===== src/rtl/mcfb_pkg.sv =====
package mcfb_pkg;

	// Frame geometry
	localparam int unsigned FRAME_MAX = 8;
	localparam int unsigned IDX_W     = $clog2(FRAME_MAX);

	// Configuration register indexes
	localparam logic [1:0] CFG_RECEIVER  = 2'd0;
	localparam logic [1:0] CFG_SENDER    = 2'd1;
	localparam logic [1:0] CFG_THRESHOLD = 2'd2;

	// Register reset values
	localparam logic [7:0]  RECEIVER_RESET  = 8'd183;
	localparam logic [7:0]  SENDER_RESET    = 8'd184;
	localparam logic [15:0] THRESHOLD_RESET = 16'd3;

	// Frame type codes and fixed bytes
	localparam logic [7:0] RUN_CODE   = 8'd130;
	localparam logic [7:0] FREE_CODE  = 8'd5;
	localparam logic [7:0] BRAKE_CODE = 8'd6;
	localparam logic [7:0] RUN_LEN    = 8'd2;
	localparam logic [7:0] STOP_ONE   = 8'd1;

	// Index of the checksum byte per frame type
	localparam logic [IDX_W-1:0] RUN_LAST  = IDX_W'(7);
	localparam logic [IDX_W-1:0] STOP_LAST = IDX_W'(6);

	typedef struct packed {
		logic [7:0]  receiver_id;
		logic [7:0]  sender_id;
		logic [15:0] stop_threshold;
	} cfg_regs_t;

	typedef struct packed {
		logic [7:0]        motor_id;
		logic signed [15:0] speed;
	} item_t;

	typedef struct packed {
		logic [FRAME_MAX-1:0][7:0] bytes;
		logic [IDX_W-1:0]          last_idx;
	} frame_t;

endpackage


===== src/rtl/mcfb_frame_calc.sv =====
module mcfb_frame_calc
	import mcfb_pkg::*;
(
	input  cfg_regs_t cfg,
	input  item_t     item,
	output frame_t    frame
);

	logic [15:0] raw;
	logic [16:0] mag;
	logic [16:0] thr;
	logic [7:0]  base_sum;
	logic [7:0]  run_sum;
	logic [7:0]  stop_sum;
	logic [7:0]  stop_code;
	logic        is_run;

	assign raw = item.speed;

	// Magnitude at 17 bits so that -32768 gives 32768
	assign mag = raw[15] ? (17'h10000 - {1'b0, raw}) : {1'b0, raw};
	assign thr = {1'b0, cfg.stop_threshold};

	assign is_run    = (mag > thr);
	assign stop_code = (mag < thr) ? FREE_CODE : BRAKE_CODE;

	// Byte sums, wrapping at 8 bits
	assign base_sum = cfg.receiver_id + cfg.sender_id + item.motor_id;
	assign run_sum  = base_sum + RUN_CODE + RUN_LEN + raw[7:0] + raw[15:8];
	assign stop_sum = base_sum + stop_code + STOP_ONE + STOP_ONE;

	// Frame assembly
	always_comb begin
		frame.bytes[0] = cfg.receiver_id;
		frame.bytes[1] = cfg.sender_id;
		frame.bytes[2] = item.motor_id;
		if (is_run) begin
			frame.bytes[3] = RUN_CODE;
			frame.bytes[4] = RUN_LEN;
			frame.bytes[5] = raw[7:0];
			frame.bytes[6] = raw[15:8];
			frame.bytes[7] = 8'd0 - run_sum;
			frame.last_idx = RUN_LAST;
		end else begin
			frame.bytes[3] = stop_code;
			frame.bytes[4] = STOP_ONE;
			frame.bytes[5] = STOP_ONE;
			frame.bytes[6] = 8'd0 - stop_sum;
			frame.bytes[7] = 8'd0;
			frame.last_idx = STOP_LAST;
		end
	end

endmodule


===== src/rtl/mcfb_serialiser.sv =====
module mcfb_serialiser
	import mcfb_pkg::*;
(
	input  logic       clk,
	input  logic       arst_n,
	input  logic       ld_valid,
	output logic       ld_ready,
	input  frame_t     frame_in,
	output logic       out_valid,
	input  logic       out_stall,
	output logic [7:0] frame_byte,
	output logic       last_byte
);

	frame_t           frame_s2;
	logic [IDX_W-1:0] idx_q;
	logic             busy_q;
	logic             fire;
	logic             done;

	assign fire     = busy_q && !out_stall;
	assign done     = fire && (idx_q == frame_s2.last_idx);
	assign ld_ready = !busy_q || done;

	// Frame register, no reset needed on payload
	always_ff @(posedge clk) begin
		if (ld_valid && ld_ready) begin
			frame_s2 <= frame_in;
		end
	end

	// Byte pointer and busy flag
	always_ff @(posedge clk or negedge arst_n) begin
		if (!arst_n) begin
			busy_q <= 1'b0;
			idx_q  <= '0;
		end else if (ld_valid && ld_ready) begin
			busy_q <= 1'b1;
			idx_q  <= '0;
		end else if (done) begin
			busy_q <= 1'b0;
		end else if (fire) begin
			idx_q <= idx_q + IDX_W'(1);
		end
	end

	assign out_valid  = busy_q;
	assign frame_byte = frame_s2.bytes[idx_q];
	assign last_byte  = (idx_q == frame_s2.last_idx);

endmodule


===== src/rtl/motor_command_frame_builder_unit.sv =====
// Channel  | Handshake           | Payload
// in       | in_valid / in_stall | motor_id[7:0], speed[15:0] signed
// out      | out_valid/out_stall | frame_byte[7:0], last_byte
// cfg      | cfg_valid/cfg_ready | cfg_index[1:0], cfg_data[15:0]
//
// One item yields a run frame of 8 bytes or a stop/brake frame of 7 bytes,
// one byte per cycle while out_stall is low; the output byte serialiser sets the pace.
// An accepted item passes the input register, then the frame register, before its first byte.
// An input register holds the next item while the current frame drains, and
// the next frame starts in the cycle after the previous checksum byte.
// Reset clears the control flags and loads the register defaults.
// out_stall freezes the byte pointer; in_stall rises only when both stages hold.
module motor_command_frame_builder_unit
	import mcfb_pkg::*;
(
	input  logic              clk,
	input  logic              arst_n,
	input  logic              in_valid,
	output logic              in_stall,
	input  logic [7:0]        motor_id,
	input  logic signed [15:0] speed,
	output logic              out_valid,
	input  logic              out_stall,
	output logic [7:0]        frame_byte,
	output logic              last_byte,
	input  logic              cfg_valid,
	output logic              cfg_ready,
	input  logic [1:0]        cfg_index,
	input  logic [15:0]       cfg_data
);

	cfg_regs_t cfg_q;
	item_t     item_s1;
	logic      valid_s1;
	logic      ser_ready;
	logic      in_accept;
	frame_t    frame;

	// Configuration registers
	assign cfg_ready = 1'b1;

	always_ff @(posedge clk or negedge arst_n) begin
		if (!arst_n) begin
			cfg_q.receiver_id    <= RECEIVER_RESET;
			cfg_q.sender_id      <= SENDER_RESET;
			cfg_q.stop_threshold <= THRESHOLD_RESET;
		end else if (cfg_valid && cfg_ready) begin
			unique case (cfg_index)
				CFG_RECEIVER:  cfg_q.receiver_id    <= cfg_data[7:0];
				CFG_SENDER:    cfg_q.sender_id      <= cfg_data[7:0];
				CFG_THRESHOLD: cfg_q.stop_threshold <= cfg_data;
				default: ;
			endcase
		end
	end

	// Input register
	assign in_stall  = valid_s1 && !ser_ready;
	assign in_accept = in_valid && !in_stall;

	always_ff @(posedge clk) begin
		if (in_accept) begin
			item_s1.motor_id <= motor_id;
			item_s1.speed    <= speed;
		end
	end

	always_ff @(posedge clk or negedge arst_n) begin
		if (!arst_n) begin
			valid_s1 <= 1'b0;
		end else if (in_accept) begin
			valid_s1 <= 1'b1;
		end else if (ser_ready) begin
			valid_s1 <= 1'b0;
		end
	end

	mcfb_frame_calc u_calc (
		.cfg   (cfg_q),
		.item  (item_s1),
		.frame (frame)
	);

	mcfb_serialiser u_ser (
		.clk        (clk),
		.arst_n     (arst_n),
		.ld_valid   (valid_s1),
		.ld_ready   (ser_ready),
		.frame_in   (frame),
		.out_valid  (out_valid),
		.out_stall  (out_stall),
		.frame_byte (frame_byte),
		.last_byte  (last_byte)
	);

endmodule


===== config.mk =====
export PLATFORM = sky130hd
export DESIGN_NAME = motor_command_frame_builder_unit
export DESIGN_NICKNAME = d
export VERILOG_FILES = /design/src/rtl/mcfb_pkg.sv /design/src/rtl/mcfb_frame_calc.sv /design/src/rtl/mcfb_serialiser.sv /design/src/rtl/motor_command_frame_builder_unit.sv
export SDC_FILE = /design/constraint.sdc
export NUM_CORES = 1
export LEC_CHECK = 0
export ABC_AREA = 1
export BUFFER_PORTS_ARGS = -buffer_cell sky130_fd_sc_hd__buf_2
export CAP_MARGIN = 40
export CORE_UTILIZATION = 30
export CTS_CLUSTER_SIZE = 40
export DETAILED_ROUTE_END_ITERATION = 8
export PLACE_DENSITY = 0.55
export SYNTH_ARGS = -nofsm -noshare
export SYNTH_HDL_FRONTEND = slang
export SYNTH_HIERARCHICAL = 1
export SYNTH_SLANG_ARGS = --single-unit

===== constraint.sdc =====
create_clock -name clk -period 11.5 [get_ports clk]
set_input_delay 0.575 -clock clk [delete_from_list [all_inputs] [get_ports clk]]
set_output_delay 0.575 -clock clk [all_outputs]
set_load 0.01 [all_outputs]

* Word level (Yosys, flattened, before mapping)
Index checks and enable logic that the tools add are counted.
Operators by class: equal/unequal tests 4, $add $sub $neg 13, reductions and logical operators 18, multiplexer cells 13, $lt $le $gt $ge 3
Operator list (number):
- adder 8 bit | 5
- two-way mux 32 bit | 1
- binary-select mux 8 bit (select 3 bit) | 1
- > comparator 17 x 16 -> 1 bit | 1
- < comparator 17 x 16 -> 1 bit | 1
- two-way mux 17 bit | 1
- subtractor 17 x 16 -> 17 bit (first input constant) | 1
- adder 8 x 1 -> 8 bit (second input constant) | 2
- subtractor 1 x 8 -> 8 bit (first input constant) | 2
- two-way mux 3 bit | 3
- adder 8 x 2 -> 8 bit (second input constant) | 1
- adder 8 bit (second input constant) | 1
- two-way mux 8 bit | 1
- AND reduction 2 bit | 4
- nonzero test 2 bit | 3
- logical AND 1 bit | 5
- two-way mux 1 bit | 5
- zero test 1 bit | 4
- < comparator 3 x 4 -> 1 bit (second input constant) | 1
- adder 3 x 1 -> 3 bit (second input constant) | 1
- equality test 3 bit | 1
- equality test 2 x 1 -> 1 bit (second input constant) | 1
- equality test 2 bit (second input constant) | 1
- zero test 2 bit | 1
- other kinds (3) | 3
Storage, ports and cells: logic and storage cells 68, bits of input ports 47, output and inout port bits 12, flip-flop bits (word level) 128

* Depth between registers and ports, before layout
Gate-level depths: netlist (run 1).
depth after elaboration 9, mapped depth 27, mapped depth without buffers 27

* Hierarchy
Netlist (run 1), hierarchy kept.
Modules (own cells, without submodules):
- mcfb_serialiser | cells an instance 222, times used 1, area an instance 2936.6 um2, sequential area each 2112.0 um2
- mcfb_frame_calc | cells an instance 407, times used 1, area an instance 2583.7 um2, sequential area each 0.0 um2
- motor_command_frame_builder_unit | cells an instance 176, times used 1, area an instance 2175.8 um2, sequential area each 1561.5 um2

* Worst setup path before layout (run 1)
Ideal clock, no wire load.
path kind register -> register, from register cfg_q[25] (netlist bit), to register u_ser/frame_s2[65] (netlist bit) (data pin), required time 11244 ps, data arrival time 3469 ps, slack 7775 ps, clock period less this slack 3725 ps, path buffers 0, setup time 256 ps, stages on the path, launching flop included 14, cells stage by stage dfstp_2 -> fa_1 -> ha_1 -> fa_1 -> xnor2_1 -> fa_1 -> ha_1 -> a21oi_1 -> nand2_1 -> nand2_1 -> nand2_1 -> a21oi_1 -> xor2_1 -> nor2_1
Between the ends: longest elaborated chain between the ends 7
RTL lines:
- start: declaration | line motor_command_frame_builder_unit.sv:32 | cfg_regs_t cfg_q;
- adder 8 bit (2 in series) | line mcfb_frame_calc.sv:28 | assign base_sum = cfg.receiver_id + cfg.sender_id + item.motor_id;
- adder 8 bit | line mcfb_frame_calc.sv:29 | assign run_sum = base_sum + RUN_CODE + RUN_LEN + raw[7:0] + raw[15:8];
- adder 8 x 2 -> 8 bit | line mcfb_frame_calc.sv:29
- adder 8 bit (2 in series) | line mcfb_frame_calc.sv:29
- subtractor 1 x 8 -> 8 bit | line mcfb_frame_calc.sv:42 | frame.bytes[7] = 8'd0 - run_sum;
- end signal: assignment | line mcfb_serialiser.sv:28 | frame_s2 <= frame_in;
- end: declaration | line mcfb_serialiser.sv:15 | frame_t frame_s2;
No other way between the ends. A chain may end at the register's enable or synchronous reset.

==> results.sh, run 1 <==
export IMPL_status="finished clean"
export IMPL_max_slew_margin=0.4400
export IMPL_synthTopCellsByCount="nand2_1 (204), edfxtp_1 (91), inv_1 (91), nor2_1 (60), buf_4 (48)"
export IMPL_grt_pass1_vias=5132
export IMPL_crit_path_start="item_s1[0]"
export IMPL_vias=5213
export IMPL_clockPowerShare=0.208
export IMPL_dr_wl_met2_um=8019
export IMPL_p_leak_nw=3.926
export IMPL_ff_latch_area_um2=3674
export IMPL_rsz0062_at_grt="false"
export IMPL_die_y_um=162.2
export IMPL_ys_ff_latch=128
export IMPL_cap_violations=0
export IMPL_drive_gt1_frac=0.1653
export IMPL_synth_cell_types=40
export IMPL_worstReg2RegEnd="u_ser/frame_s2[57]"
export IMPL_synthTopCellsByArea="edfxtp_1 (36%), nand2_1 (9.9%), dfrtp_1 (8.1%), ha_1 (6.5%), buf_4 (4.7%)"
export IMPL_dieArea_um2=26300
export IMPL_ys_seq_area_frac=0.4773
export IMPL_timing_final_crit_share=0.3648
export IMPL_coreArea_um2=25180
export IMPL_clk_pin_slew_worst_paths_ns=0.06
export IMPL_setup_tns_ns=0
export IMPL_syn_to_final_growth_pct=11.95
export IMPL_initial_core_util=0.3056
export IMPL_post_dp_cell_area_um2=8001
export IMPL_wl_per_cell_um=14.52
export IMPL_period_needed_ns=4.195
export IMPL_critical_path_class="flip-flop to flip-flop"
export IMPL_n_fill_cell=2578
export IMPL_syn_area_um2=7696
export IMPL_end_kind="flip-flop"
export IMPL_p_sw_frac=0.4171
export IMPL_synth_top_area_frac=0.3551
export IMPL_gp_congestion=0.8439
export IMPL_die_w_um=162.2
export IMPL_synth_most_common_cell="nand2_1"
export IMPL_worst_setup_path_start_kind="flip-flop"
export IMPL_pin_count=59
export IMPL_wl_um=17090
export IMPL_synth_warnings=6
export IMPL_maxSlewViolCount=0
export IMPL_comb_power_share=0.490
export IMPL_clock_skew_ns=0.01076
export IMPL_tightestPinTransition_ns=0.8371
export IMPL_clock_fmax_mhz=238.4
export IMPL_whs_path_depth=1
export IMPL_async_flop_share=0.2891
export IMPL_overflow=0
export IMPL_crit_fanout=5
export IMPL_antenna_left=0
export IMPL_num_rows=58
export IMPL_syn_inst=805
export IMPL_drtPass1Iterations=5
export IMPL_clk_latency_ns=0.42
export IMPL_clock_root_buffer="clkbuf_16"
export IMPL_portBuffers=57
export IMPL_grt_max_degree=53
export IMPL_yosys_most_used_dff="edfxtp_1"
export IMPL_finalHoldViolations=0
export IMPL_grt_usage=0.1389
export IMPL_powerDensity_nw_per_um2=302.9
export IMPL_dr_wl_met3_um=570
export IMPL_setup_viol=0
export IMPL_hpwl_um=12830
export IMPL_layout_nets=937
export IMPL_cts_buffers=17
export IMPL_wl_met1_um=8341
export IMPL_yosysTopAreaCell="edfxtp_1"
export IMPL_highest_layer="met4"
export IMPL_synth_edf_count=91
export IMPL_via_per_inst=4.429
export IMPL_r2r_cells=24
export IMPL_intPower_mw=1.521
export IMPL_n_antenna_cell=0
export IMPL_ir_drop_mv=0.1390
export IMPL_grt_pass1_wl_um=27510
export IMPL_cts_tree="built"
export IMPL_avgSynthCellArea_um2=9.560
export IMPL_holdPathEnd="item_s1[1]"
export IMPL_hp_class="input pin to flip-flop"
export IMPL_clock_sinks=128
export IMPL_netSwitchingPower_mw=1.089
export IMPL_p_seq_frac=0.301
export IMPL_arrival_ns=4.36
export IMPL_fin_area_um2=8616
export IMPL_htreeDepth=4
export IMPL_drt_initial_drc_count=358
export IMPL_r2r_start="item_s1[0]"
export IMPL_clock_path_buffers=2
export IMPL_reg2reg_slack_ns=7.30
export IMPL_multi_input_area_um2=3179
export IMPL_cts_resized=0
export IMPL_antenna_found_initial=0
export IMPL_drc=0
export IMPL_crit_required_ns=11.67
export IMPL_worstHoldStart="speed[1]"
through the flow:
stage,util,std cells,setup slack (ns),total power [mW],hold WS (ns)
CTS,0.3421,1177,7.357,2.641,0.3101
global route,0.3421,1177,7.011,2.843,0.3095
finish,0.3421,1177,7.305,2.610,0.3281
floorplan,-,815,7.775,1.787,0.2794
detailed placement,0.3177,1144,7.388,2.082,0.4458
global placement,0.3159,1142,7.426,2.057,0.4561
cell type report:
class / instances / share of cell area
clock buffers: 23 / 0.05809
clock inverters: 9 / 0.01205
inverters: 98 / 0.04328
multi-input cells: 525 / 0.3690
flip-flops and latches: 128 / 0.4264
well taps: 330 / 0.04792
repair buffers: 64 / 0.04328
power groups by stage:
stage / clock, mW / combinational (mW) / sequential, mW
global placement: 0 / 1.26 / 0.796
global route: 0.576 / 1.46 / 0.804
CTS: 0.558 / 1.29 / 0.790
finish: 0.544 / 1.28 / 0.787
detailed placement: 0 / 1.28 / 0.799
floorplan: 0 / 1.02 / 0.765
cell families after synthesis:
group                    after synthesis  synth area share
AO/OA/AOI/OAI                         66           0.04552
XOR/XNOR                              21           0.02634
adder cells (fa/ha/maj)               56            0.1066
buffers and inverters                162            0.1148
flip-flops                           128            0.4773
multiplexers                           8           0.01041
other                                  3          0.001463
AND/OR/NAND/NOR                      361            0.2175
critical path, stage by stage (launching register included):
cell and delay [ns]:
edfxtp_1 0.42, inv_1 0.19, ha_1 0.20, nand3_1 0.10, nor2_1 0.10, nand2_1 0.07, nor2_1 0.25, nand4_1 0.13
nand2_1 0.09, xor2_1 0.24, ha_1 0.29, nand2_1 0.08, inv_2 0.04, nand2_1 0.05, nand2_1 0.05, a21oi_1 0.17
nand3_2 0.16, ha_1 0.26, fa_1 0.43, a21oi_2 0.18, nand3_1 0.11, nor2_1 0.10, nand2_1 0.06, nand3_1 0.07
nand2_1 0.10
repair_timing:
item                                   4_1_cts  5_1_grt
endpoints found under the hold margin        5        0
setup endpoints to repair                    0        0
setup buffers                                0        0
hold buffers                                 1        0
cells in the final DEF, fill, tap and decap left out, types with 8 or more instances in the layout:
cell         n
edfxtp_1    91
dfstp_2     12
a21oi_1     12
nor2_1      59
nand4_1     33
nand3_1     28
fa_1        16
conb_1      13
clkbuf_16   19
nand2_1    204
mux2i_1      8
xor2_1      14
o21ai_0     36
ha_1        40
buf_2       57
nor2_4       9
inv_1       91
o22ai_1      8
dfrtp_1     25
how the worst max path moves through the flow:
stage	depth (start not counted)	slack [ns]	end
global route	26	7.01	u_ser/frame_s2[58]
floorplan	13	7.77	u_ser/frame_s2[65]
global placement	24	7.43	u_ser/frame_s2[57]
detailed placement	24	7.39	u_ser/frame_s2[57]
finish	24	7.30	u_ser/frame_s2[57]
CTS	24	7.36	u_ser/frame_s2[57]
flip-flops by register name, summed over array words and instances, names as in the netlist:
signal           flops
cfg_q               32
item_s1             24
u_ser/frame_s2      67
u_ser/idx_q          3
u_ser/out_valid      1
valid_s1             1
routing by layer:
metal | GRT usage | vias to the layer above
li1 | - | 2656
met1 | 0.1898 | 2448
met2 | 0.2214 | 96
met3 | 0.02860 | 13
met4 | 0.04031 | 0
met5 | 0 | -
Power figures use the tool's default switching activity.
==> run 2, diff against run 1 <==
--- a/config.mk
+++ b/config.mk
@@ -5,7 +5,7 @@
 export SDC_FILE = /design/constraint.sdc
 export NUM_CORES = 1
 export LEC_CHECK = 0
-export ABC_AREA = 1
+export ABC_AREA = 0
 export BUFFER_PORTS_ARGS = -buffer_cell sky130_fd_sc_hd__buf_2
 export CAP_MARGIN = 40
 export CORE_UTILIZATION = 30
==> constraint.sdc (replaced) <==
create_clock -name clk -period 3.9 [get_ports clk]
set_input_delay 0.195 -clock clk [delete_from_list [all_inputs] [get_ports clk]]
set_output_delay 0.195 -clock clk [all_outputs]
set_load 0.01 [all_outputs]
==> results.sh, run 2 <==
export IMPL_p_sw_frac=0.3513
export IMPL_vias=4501
export IMPL_grt_pass1_wl_um=25950
export IMPL_clock_fmax_mhz=247.9
export IMPL_avgSynthCellArea_um2=13.92
export IMPL_slowest_stage="edfxtp_1"
export IMPL_violations="setup timing"
export IMPL_status="finished with violations"
export IMPL_arrival_ns=4.20
export IMPL_die_y_um=157.5
export IMPL_yosys_most_used_dff="edfxtp_1"
export IMPL_p_seq_frac=0.249
export IMPL_synth_cell_types=61
export IMPL_worst_setup_path_start_kind="flip-flop"
export IMPL_ys_ff_latch=128
export IMPL_cap_violations=0
export IMPL_syn_area_um2=7254
export IMPL_antenna_found_initial=0
export IMPL_clk_latency_ns=0.42
export IMPL_synthTopCellsByArea="edfxtp_1 (38%), dfrtp_1 (8.6%), ha_1 (6.9%), mux2_2 (5.0%), fa_1 (4.4%)"
export IMPL_syn_to_final_growth_pct=28.54
export IMPL_crit_fanout=3
export IMPL_hpwl_um=12450
export IMPL_maxSlewViolCount=0
export IMPL_mostFrequentLayoutCell="edfxtp_1"
export IMPL_rsz0062_at_grt="true"
export IMPL_largest_register_ffs=67
export IMPL_clockPowerShare=0.204
export IMPL_period_needed_ns=4.034
export IMPL_num_rows=56
export IMPL_synth_top_area_frac=0.3767
export IMPL_grt_pass1_vias=4787
export IMPL_final_cell_mix="edfxtp_1 (91), buf_4 (74), buf_2 (57), inv_1 (42), ha_1 (36)"
export IMPL_timing_final_crit_share=1.034
export IMPL_cts_buffers=17
export IMPL_drc=0
export IMPL_synthTopCellsByCount="edfxtp_1 (91), inv_1 (43), buf_4 (42), ha_1 (40), mux2_2 (32)"
export IMPL_cp_slowest_stage_delay_ns=0.41
export IMPL_hold_ws_ns=0.01745
export IMPL_clk_pin_slew_worst_paths_ns=0.06
export IMPL_syn_inst=521
export IMPL_layout_nets=768
export IMPL_synth_edf_count=91
export IMPL_timing_final_ws_setup_ns=-0.1339
export IMPL_ir_drop_mv=0.4844
export IMPL_grt_max_degree=39
export IMPL_clock_root_buffer="clkbuf_16"
export IMPL_grt_usage=0.1434
export IMPL_finalHoldViolations=0
export IMPL_initial_core_util=0.3072
export IMPL_fin_area_um2=9325
export IMPL_critical_path_class="flip-flop to flip-flop"
export IMPL_netSwitchingPower_mw=2.864
export IMPL_powerDensity_nw_per_um2=874.2
export IMPL_clock_sinks=128
export IMPL_synth_warnings=6
export IMPL_coreArea_um2=23610
export IMPL_drive_gt1_frac=0.4012
export IMPL_pin_count=59
export IMPL_drt_initial_drc_count=224
export IMPL_gp_congestion=0.8958
export IMPL_hp_class="input pin to flip-flop"
export IMPL_tightestPinTransition_ns=0.6964
export IMPL_synth_most_common_cell="edfxtp_1"
export IMPL_yosysTopAreaCell="edfxtp_1"
export IMPL_post_dp_cell_area_um2=8125
export IMPL_drtPass1Iterations=4
export IMPL_setup_tns_ns=-0.3887
export IMPL_dieArea_um2=24810
export IMPL_utilization=0.3949
export IMPL_p_leak_nw=3.823
export IMPL_intPower_mw=5.289
export IMPL_n_fill_cell=2248
export IMPL_setup_viol=5
export IMPL_clock_path_buffers=2
export IMPL_wl_per_cell_um=16.74
export IMPL_clock_skew_ns=0.009759
export IMPL_comb_power_share=0.547
export IMPL_antenna_left=0
export IMPL_n_antenna_cell=0
export IMPL_crit_required_ns=4.06
export IMPL_via_per_inst=4.515
export IMPL_ys_seq_area_frac=0.5064
export IMPL_portBuffers=57
export IMPL_crit_chain="nor3_2 > buf_4 > nand4_1 > o41ai_2 > xnor2_1 > ha_1 > nand4_1 > a21oi_2 > nor2_2 > buf_4 > o21a_4 > ha_4 > a21oi_2 > nor2_2 > nor4_2 > nand3b_1 > xnor2_1 > mux2_4"
export IMPL_die_w_um=157.5
export IMPL_cts_tree="built"
export IMPL_overflow=0
export IMPL_end_kind="flip-flop"
export IMPL_async_flop_share=0.2891
export IMPL_regMostFlops="u_ser/frame_s2"
export IMPL_reg_top3="u_ser/frame_s2: 67 flops, cfg_q: 32 flops, item_s1: 24 flops"
export IMPL_max_slew_margin=0.5357
export IMPL_wl_um=16690
export IMPL_htreeDepth=4
## run 2: repair_timing
action                                 in CTS  in global routing
hold buffers                               33                  0
pin swaps                                   5                 32
setup endpoints to repair                   5                 11
buffers inserted                            2                  9
resized for setup                          12                 25
endpoints found under the hold margin      43                  0
gates cloned                                0                  0
## run 2: area by class of cell
type                    count  area, µm²  area share
flip-flops and latches    128       3674      0.3939
multi-input cells         307       3216      0.3448
repair buffers            167       1230      0.1319
clock buffers              24      556.8     0.05971
well taps                 319      399.1     0.04280
inverters                  44      165.2     0.01771
clock inverters             8      85.08    0.009124
## run 2: final timing paths
check | startpoint | end | slack (ns) | cells after the start
min in group asynchronous | arst_n | cfg_q[7] | 0.25 | 2
worst max-delay path | item_s1[3] | u_ser/frame_s2[58] | -0.13 | 18
worst min register to register | item_s1[22] | u_ser/frame_s2[25] | 0.49 | 0
worst max register to register | item_s1[3] | u_ser/frame_s2[58] | -0.13 | 18
max in group asynchronous | arst_n | cfg_q[26] | 3.11 | 3
worst min-delay path | cfg_data[10] | cfg_q[10] | 0.02 | 2
## run 2: cells by family (layout without fill, tap and decap cells)
logic type / Yosys count / count (layout) / synth area share
flip-flops: 128 / 128 / 0.5064
buffers and inverters: 96 / 243 / 0.07709
AND/OR/NAND/NOR: 82 / 82 / 0.06778
multiplexers: 64 / 64 / 0.1330
adder cells (fa/ha/maj): 56 / 56 / 0.1131
AO/OA/AOI/OAI: 56 / 56 / 0.05657
XOR/XNOR: 36 / 36 / 0.04450
other: 3 / 13 / 0.001552
## run 2: through the flow
step           worst slack, ns  power [mW]  instances
6_report               -0.1339       8.152        997
5_1_grt                -0.3777       8.640        997
4_1_cts               0.001232       7.909        988
3_5_place_dp           -0.1404       6.060        921
3_3_place_gp           -0.1098       5.944        920
2_1_floorplan         0.003202       4.655        531
## run 2: critical path: cells and delay by family (launching register included)
kind,cells,cell delay (ns)
muxes,1,0.25
adders and majority gates,2,0.52
xor gates and xnor gates,2,0.27
buffers and inverters,2,0.31
AOI/OAI and AO/OA,4,0.88
and+or+nand+nor,7,1.15
DFF,1,0.41
## run 2: power groups by stage
stage	logic [mW]	registers, mW	clock network, mW
after detailed placement	4.00	2.06	0
after floorplan	2.65	2.01	0
after global routing	4.82	2.06	1.75
after CTS	4.18	2.04	1.70
final	4.46	2.03	1.67
after global placement	3.90	2.05	0
## run 2: metal layers
metal | track usage | routed length, µm
met2 | 0.2358 | 7987
met3 | 0.03221 | 614
met4 | 0.05224 | 389
met1 | 0.1842 | 7697
met5 | 0 | 0
==> run 3, diff against run 2 <==
--- a/config.mk
+++ b/config.mk
@@ -6,12 +6,15 @@
 export NUM_CORES = 1
 export LEC_CHECK = 0
 export ABC_AREA = 0
+export ABC_CLOCK_PERIOD_IN_PS = 3900
 export BUFFER_PORTS_ARGS = -buffer_cell sky130_fd_sc_hd__buf_2
 export CAP_MARGIN = 40
 export CORE_UTILIZATION = 30
+export CTS_BUF_LIST = sky130_fd_sc_hd__clkbuf_4
 export CTS_CLUSTER_SIZE = 40
 export DETAILED_ROUTE_END_ITERATION = 8
 export PLACE_DENSITY = 0.55
+export SLEW_MARGIN = 30
 export SYNTH_ARGS = -nofsm -noshare
 export SYNTH_HDL_FRONTEND = slang
 export SYNTH_HIERARCHICAL = 1
==> results.sh, run 3 (same netlist as run 2, synthesis figures left out) <==
export IMPL_end_kind="flip-flop"
export IMPL_clock_sinks=128
export IMPL_num_rows=56
export IMPL_pin_count=59
export IMPL_critical_path_class="flip-flop to flip-flop"
export IMPL_clk_latency_ns=0.56
export IMPL_finalHoldViolations=0
export IMPL_antenna_left=0
export IMPL_tightestPinTransition_ns=0.6963
export IMPL_max_slew_margin=0.5358
export IMPL_rsz0062_at_grt="true"
export IMPL_hp_class="input pin to asynchronous set/reset pin"
export IMPL_portBuffers=57
export IMPL_cts_tree="built"
export IMPL_final_cell_mix="edfxtp_1 (91), buf_4 (77), buf_2 (57), dlygate4sd3_1 (43), inv_1 (42)"
export IMPL_drtPass1Iterations=4
export IMPL_clk_pin_slew_worst_paths_ns=0.12
export IMPL_wl_per_cell_um=16.63
export IMPL_reg_top3="u_ser/frame_s2: 67 flops, cfg_q: 32 flops, item_s1: 24 flops"
export IMPL_cap_violations=0
export IMPL_grt_max_degree=39
export IMPL_layout_nets=780
export IMPL_maxSlewViolCount=0
export IMPL_htreeDepth=4
export IMPL_n_fill_cell=2283
export IMPL_ir_drop_mv=0.3488
export IMPL_largest_register_ffs=67
export IMPL_setup_viol=0
export IMPL_crit_fanout=2
export IMPL_dieArea_um2=24810
export IMPL_cts_buffers=17
export IMPL_wl_um=16800
export IMPL_powerDensity_nw_per_um2=830.3
export IMPL_timing_final_crit_share=0.9993
export IMPL_clock_root_buffer="clkbuf_4"
export IMPL_grt_pass1_vias=4862
export IMPL_grt_pass1_wl_um=26130
export IMPL_drc=0
export IMPL_mostFrequentLayoutCell="edfxtp_1"
export IMPL_finalNonFillerCells=1010
export IMPL_hpwl_um=12450
export IMPL_reg2reg_slack_ns=0.003
export IMPL_antenna_found_initial=1
export IMPL_clock_path_buffers=2
export IMPL_regMostFlops="u_ser/frame_s2"
export IMPL_clock_skew_ns=0.02490
export IMPL_vias=4553
export IMPL_status="finished clean"
export IMPL_place_inst=921
export IMPL_drive_gt1_frac=0.4043
export IMPL_gp_congestion=0.8958
export IMPL_ff_latch_area_um2=3674
export IMPL_die_w_um=157.5
export IMPL_worst_setup_path_start_kind="flip-flop"
export IMPL_drt_initial_drc_count=193
export IMPL_initial_core_util=0.3072
export IMPL_period_needed_ns=3.897
export IMPL_syn_to_final_growth_pct=26.32
export IMPL_die_y_um=157.5
export IMPL_arrival_ns=4.20
export IMPL_via_per_inst=4.508
export IMPL_clock_fmax_mhz=256.6
export IMPL_grt_usage=0.1444
export IMPL_p_leak_nw=3.759
export IMPL_crit_required_ns=4.20
export IMPL_utilization=0.3881
export IMPL_coreArea_um2=23610
export IMPL_overflow=0
export IMPL_multi_input_area_um2=3234
==> run 3: path summary, 6_finish.rpt <==
| kind | cells after the start | end | startpoint |
|---|---|---|---|
| max | 15 | u_ser/frame_s2[66] | cfg_q[25] |
| min | 2 | cfg_q[8] | arst_n |
| max reg2reg | 15 | u_ser/frame_s2[66] | cfg_q[25] |
| min reg2reg | 0 | u_ser/frame_s2[24] | item_s1[21] |
| max in group asynchronous | 3 | cfg_q[26] | arst_n |
| min in group clk | 3 | cfg_q[27] | cfg_index[0] |
==> run 3: final cells by class <==
class	instances	share of cell area
inverters	44	0.01802
well taps	319	0.04356
repair buffers	179	0.1464
clock buffers	18	0.01475
multi-input cells	307	0.3529
diodes	1	0.0002731
flip-flops and latches	128	0.4009
clock inverters	14	0.02321
==> run 3: repair_timing <==
item / in CTS / in global routing
gates resized for setup: 14 / 27
hold endpoints to repair: 90 / 0
setup endpoints to repair: 5 / 21
pin swaps: 6 / 17
buffers inserted: 4 / 9
hold buffers: 43 / 0
==> run 3: routing by layer <==
| layer | track usage | vias to the layer above | share of wire |
|---|---|---|---|
| li1 | - | 2163 | - |
| met1 | 0.1831 | 2256 | 0.45 |
| met2 | 0.2410 | 107 | 0.49 |
| met3 | 0.02863 | 27 | 0.036 |
| met4 | 0.05687 | 0 | 0.022 |
| met5 | 0 | - | 0 |
==> run 3: power by group <==
part           leakage, nW  internal, mW  total [mW]  switching (mW)
registers             1.25          1.87        2.02           0.151
clock network        0.192         0.583        1.10           0.513
logic                 2.32          2.35        4.49            2.13
total                 3.76          4.81        7.61            2.80
==> run 3: metrics by stage <==
stage	power (mW)	cell area, µm²	hold WS, ns	setup slack [ns]	setup TNS, ns
5_1_grt	8.090	9164	0.06902	-0.2256	-1.088
2_1_floorplan	4.655	7306	-0.1006	0.003202	0
3_3_place_gp	5.944	8098	0.3521	-0.1098	-0.1639
4_1_cts	7.356	8975	0.05588	-0.002309	-0.002309
3_5_place_dp	6.060	8125	0.1547	-0.1404	-0.3596
6_report	7.609	9164	0.09686	0.002847	0
==> run 3: worst max-delay path: stages, from the launching register on <==
cell and delay (ns):
dfstp_2 0.56, fa_1 0.42, ha_2 0.21, fa_2 0.37
a211oi_2 0.25, nor2_1 0.09, xor2_1 0.20, inv_1 0.08
fa_1 0.44, ha_1 0.33, o21ai_2 0.07, o21bai_1 0.15
a21oi_2 0.07, xnor2_1 0.19, xnor2_1 0.14, nor2_1 0.06
